--- config.mk ---
export PLATFORM = sky130hd
export DESIGN_NAME = tws_ctrl
export DESIGN_NICKNAME = d
export VERILOG_FILES = /design/src/hw/rtl/tws_pkg.sv /design/src/hw/rtl/tws_ctrl.sv
export SDC_FILE = /design/constraint.sdc
export NUM_CORES = 1
export LEC_CHECK = 0
export BUFFER_PORTS_ARGS = -buffer_cell sky130_fd_sc_hd__buf_2
export CAP_MARGIN = 30
export CORE_AREA = 2 2 39 41
export DETAILED_ROUTE_END_ITERATION = 7
export DIE_AREA = 0 0 41 43
export PLACE_DENSITY = 0.59
export SKIP_CTS_REPAIR_TIMING = 1
export SYNTH_ARGS = -nofsm -noshare
export SYNTH_HDL_FRONTEND = slang
export SYNTH_SLANG_ARGS = --single-unit
export TNS_END_PERCENT = 10
--- constraint.sdc ---
create_clock -name i_clk -period 2.7 [get_ports i_clk]
set_input_delay 0.135 -clock i_clk [delete_from_list [all_inputs] [get_ports i_clk]]
set_output_delay 0.135 -clock i_clk [all_outputs]
set_load 0.005 [all_outputs]
--- src/hw/rtl/tws_pkg.sv ---
// Shared types and constants for the theremin wavetable synthesizer.
// No dependencies; imported by the controller, datapath and top level.
`default_nettype none
package tws_pkg;

    localparam int WAVE_DEPTH_DEF    = 4096;
    localparam int PITCH_TABLE_DEPTH = 2048;
    localparam int VOL_TABLE_DEPTH   = 1024;
    localparam int SHAPE_TABLE_DEPTH = 1025;

    // item opcodes
    localparam logic [2:0] OP_TICK       = 3'd0;
    localparam logic [2:0] OP_LOAD_PITCH = 3'd1;
    localparam logic [2:0] OP_LOAD_VOL   = 3'd2;
    localparam logic [2:0] OP_LOAD_WAVE  = 3'd3;
    localparam logic [2:0] OP_LOAD_SHAPE = 3'd4;

    // config register indexes
    localparam logic [1:0] CFG_PITCH_OFFSET = 2'd0;
    localparam logic [1:0] CFG_VOL_OFFSET   = 2'd1;
    localparam logic [1:0] CFG_WAVE_LOG2    = 2'd2;
    localparam logic [1:0] CFG_USE_SHAPING  = 2'd3;

    // sequencer steps
    localparam logic [4:0] ST_IDLE   = 5'd0;
    localparam logic [4:0] ST_LOD    = 5'd1;
    localparam logic [4:0] ST_FRAC   = 5'd2;
    localparam logic [4:0] ST_RDA    = 5'd3;
    localparam logic [4:0] ST_RDB    = 5'd4;
    localparam logic [4:0] ST_MULB   = 5'd5;
    localparam logic [4:0] ST_ACC    = 5'd6;
    localparam logic [4:0] ST_WRA    = 5'd7;
    localparam logic [4:0] ST_WRB    = 5'd8;
    localparam logic [4:0] ST_WMUL   = 5'd9;
    localparam logic [4:0] ST_INTERP = 5'd10;
    localparam logic [4:0] ST_VMUL   = 5'd11;
    localparam logic [4:0] ST_WAV    = 5'd12;
    localparam logic [4:0] ST_SRA    = 5'd13;
    localparam logic [4:0] ST_SRB    = 5'd14;
    localparam logic [4:0] ST_SMUL   = 5'd15;
    localparam logic [4:0] ST_OUT    = 5'd16;

    typedef struct packed {
        logic [4:0] step;
        logic       accept;
        logic       out_load;
    } t_cmd;

endpackage
`default_nettype wire

--- src/hw/rtl/tws_ctrl.sv ---
// Sequencer for the theremin synthesizer: steps a tick through the datapath.
// Depends on tws_pkg.
`default_nettype none
module tws_ctrl (
    input  wire logic        i_clk,
    input  wire logic        i_rst_n,
    input  wire logic        i_valid,
    input  wire logic [2:0]  i_op,
    output logic             o_stall,
    output logic             o_valid,
    input  wire logic        i_stall,
    output tws_pkg::t_cmd    o_cmd
);
    import tws_pkg::*;

    logic [4:0] r_state, n_state;
    logic       r_valid, n_valid;
    logic       accept, out_load;

    assign o_stall  = (r_state != ST_IDLE);
    assign accept   = i_valid && !o_stall;
    assign out_load = (r_state == ST_OUT) && (!r_valid || !i_stall);

    always_comb begin
        case (r_state)
            ST_IDLE: n_state = (accept && i_op == OP_TICK) ? ST_LOD : ST_IDLE;
            ST_OUT:  n_state = out_load ? ST_IDLE : ST_OUT;
            default: n_state = r_state + 5'd1;
        endcase
        n_valid = out_load || (r_valid && i_stall);
    end

    always_ff @(posedge i_clk) begin
        if (!i_rst_n) begin
            r_state <= ST_IDLE;
            r_valid <= 1'b0;
        end else begin
            r_state <= n_state;
            r_valid <= n_valid;
        end
    end

    assign o_valid        = r_valid;
    assign o_cmd.step     = r_state;
    assign o_cmd.accept   = accept;
    assign o_cmd.out_load = out_load;
endmodule
`default_nettype wire

Yosys cells after proc, flatten, opt, wreduce, memory -nomap -nowiden
Cells that the tools add are included.

Add/sub/neg operators: 1. Eq/ne operators: 1. Reductions and logical operators: 12. Multiplexer cells: 3.

Operators by type and width (count): case mux 5 bit (2 select lines) (1); adder 5 x 1 -> 5 bit, second input constant (1); == test 5 bit, second input constant (1); zero test 5 bit (1); 2-to-1 mux 5 bit (1); nonzero test 5 bit (1); logical AND 1 bit (4); zero test 1 bit (3); zero test 3 bit (1); logical OR 1 bit (2); 2-to-1 mux 1 bit (1).

Output and inout bits: 9. Input bits: 7. Bits in registers: 6. Word-level logic and storage cells: 19.

Logic depth before layout (Yosys ltp)
Depth after elaboration: 6. Depth in mapped cells: 6. Gate-level depth less buffers: 5.

Worst setup path after synthesis
No wires, ideal clock.

Path kind: flip-flop to flip-flop. From: reg r_state[0]. To: reg r_state[0]. Period minus slack after synthesis: 1.368 ns. Stages on the path, launching flop included: 6. Slack: 1.332 ns. Data required time: 2.585 ns. Arrival: 1.253 ns. Setup time: 0.115 ns. Path buffers: 0. Cell sequence: dfxtp_1 > inv_1 > ha_1 > or3b_4 > and3_4 > a31o_1.

Longest elaborated chain between the ends: 6. Elaborated cells between the ends (all ways): 9. Those cells by class: add/sub: 1; eq/ne: 1; mux: 2; reduce/logical: 5.

Ends and longest elaborated chain: start, declared (RTL line tws_ctrl.sv:16) `logic [4:0] r_state, n_state;`; start signal, assigned (RTL line tws_ctrl.sv:38) `r_state <= n_state;`; branches (longest 5 deep; another with adder 5 x 1 -> 5 bit); case mux 5 bit (2 select lines) (*) (RTL line tws_ctrl.sv:25) `case (r_state)`.

Mark *: on every way between the ends. A chain may end at the register's enable or synchronous reset.

==> results by group <==
Place
  • Setup WS pre-CTS: 1284 ps
  • Port buffer count: 15
  • Placed cells: 64
  • Gp weighted congestion: 0.6504

Routing
  • Pre-antenna DRT Iters: 1
  • DRC: 0
  • Via count: 293
  • Initial DRC Count: 0
  • Detailed Route WL: 677 um
  • Vias per cell: 4.373
  • Routed WL per cell: ~10 um
  • Antenna Nets Post-Route: 0

Run status
  • Status: complete, no violations

Yosys
  • Synth Warn #: 0
  • Post-Synthesis Cells: 35
  • Synth area leaders: dfxtp_1 38%, ha_1 7.8%, nand2b_1 5.9%, nand3_1 4.7%, buf_4 4.7%
  • Net Count, Synth: 44
  • Distinct cells, synth: 20
  • Mapped Area: 319.1 um2
  • Post-Syn Area per Cell: 9.116 um2
  • Yosys reg bits: 6
  • Register area share after synthesis: 37.65%
  • Post-synth top area share: 37.65%
  • Post-synth top area cell: dfxtp_1

Layout
  • Most frequent cells in the layout: 15 x buf_2, 6 x dfxtp_1, 3 x nand2b_1, 3 x nand3_1, 3 x clkbuf_4
  • Area Overhead vs Synth: 32.16%
  • Ant diodes: 0
  • Final instance count without filler cells: 67
  • Fin nets: 62
  • Layout cells sized above 1: 41.18%
  • Commonest non-fill, non-tap cell in the layout: buf_2

Worst setup path
  • Slowest stage delay, CP: 330 ps
  • Critical path, cell by cell: inv_1, ha_1, nor3b_1, nand2_1, a21oi_1, buf_2
  • CP arrival: 1500 ps
  • CP max FO: 4
  • R2r setup slk: 1280 ps
  • Worst Path Buf+Inv: 2
  • R2r worst-path depth: 5
  • CP Depth: 6
  • Slowest-stage cell, CP: dfxtp_1
  • WP data required: ~2600 ps
  • CP top delay family: simple AND/OR/NAND/NOR gates
  • Worst Setup End Kind: output port
  • Crit Path Class: flop to output port
  • Startpoint class of the critical path: flop

Min path
  • Hold Path Class: input pin to flop
  • Hold depth: 3

Global route
  • Initial antenna violation count: 0
  • M2 GR Usage: 14.37%
  • M3 GR Usage: between 1.5 and 2%
  • Gr ovfl total: 0
  • Grt met1 use: 9.295%
  • First-pass GRT wire length: just over 1 mm
  • Largest net degree at the start of global routing: 9
  • Layer with the highest usage: met2
  • Vias in the first global route: 275
  • Global Route Usage Sum: 8.726%

Die
  • Die area: 0.001763 mm2
  • Initial core utilization: between 20% and 30%
  • Core area: between 0.001 and 0.0015 mm2
  • # rows: 14
  • Overall die width: 41 um
  • Die Ht: 43 um
  • Ports: 16

Clocking
  • Number of CTS-inserted buffers: 3
  • CTS tree: built
  • Clock buffer depth: 2
  • Root buf cell: clkbuf_4
  • Skew-Pair Late Insertion Delay: roughly 230 ps
  • CTS clk-pin slew, worst paths: 50 ps
  • Sink Count: 6
  • H-tree depth: 1

STA
  • Relative slew margins: 75.88%
  • Crit share post-route: 60.58%
  • Final Worst Setup Slack: 1064 ps
  • Setup TNS: 0 ps
  • Max Slew Vio Count: 0
  • RSZ-0062 raised after global routing: false
  • FMAX: 0.6114 GHz
  • Setup Skew: 0.8177 ps
  • Hold Vio Cnt, Final: 0
  • Worst-Margin Slew: 361.1 ps
  • Min Tclk post-route: 1636 ps
  • Setup violators final: 0

Power
  • P_leak: 0.2135 nW
  • PwrDens: 744.8 mW/mm2
  • Peak VDD IR: 0.0002368 V
  • Overall power: 0.3140 mW

Flow run
  • Total of max-cap violations: 0
## Yosys cell counts
master    number
a21boi_0       1
dfxtp_1        6
ha_1           2
and3_2         1
o22ai_1        1
nor4_1         1
nand3_1        3
inv_1          2
nand2_1        2
nand2b_1       3
and2_1         2
xor2_1         1
xnor2_1        1
nor2_1         1
buf_4          2
a31o_1         1
nor3b_1        1
and3_4         1
or3b_4         1
a21oi_1        2
## final cells by class
type / instances / area, um2
multi-input combinational: 25 / 176.4
sequential: 6 / 120.1
clock buffer: 3 / 22.52
tap: 16 / 20.02
inverter: 2 / 7.507
timing repair buffer: 15 / 75.07
fill: 156 / 962.2
## routing by layer
metal | vias to the layer above | share of wire [%]
met5 | - | 0
met4 | 0 | 1.5
met3 | 2 | 6.6
met2 | 8 | 46
met1 | 131 | 45
li1 | 152 | -
## registers in the layout (all words and copies together) (netlist names)
name and flops:
o_valid 1, r_state 5
## worst register-to-register path, delay by kind of cell, from the launching register on
family | cells | cell delay, ps
simple gates | 2 | 590
flops | 1 | 330
buf+inv | 1 | 80
fa+ha+maj | 1 | 150
compound gates | 1 | 170
## cell families (layout without fill, tap and decap cells)
| kind of cell | Yosys count | count (layout) | synth area share, % |
|---|---|---|---|
| DFF | 6 | 6 | 37.65 |
| buffers and inverters | 4 | 20 | 7.058 |
| AOI/OAI and AO/OA | 5 | 5 | 10.20 |
| xor gates and xnor gates | 2 | 2 | 5.491 |
| adders and majority gates | 2 | 2 | 7.842 |
| and+or+nand+nor | 16 | 16 | 31.77 |
## stage by stage
step           hold WS, ps  utilization [%]  area (um2)
2_1_floorplan        256.7                -       319.1
3_3_place_gp         411.0            28.84       399.1
3_5_place_dp         418.7            28.84       399.1
4_1_cts              169.5            30.47       421.7
5_1_grt              184.7            30.47       421.7
6_report             172.0            30.47       421.7
## path summary, 6_finish.rpt
check | start | to
max | r_state[0] | o_cmd[0]
min | i_stall | o_valid
max reg2reg | r_state[0] | r_state[0]
min reg2reg | o_valid | o_valid
## where the power goes
group	leakage [nW]	switching, mW	internal [mW]	total (mW)
clock network	0.0138	0.0300	0.0501	0.0802
registers	0.0486	0.0107	0.101	0.111
logic	0.151	0.0551	0.0675	0.123
No activity file was read; power rests on OpenSTA's default activity.
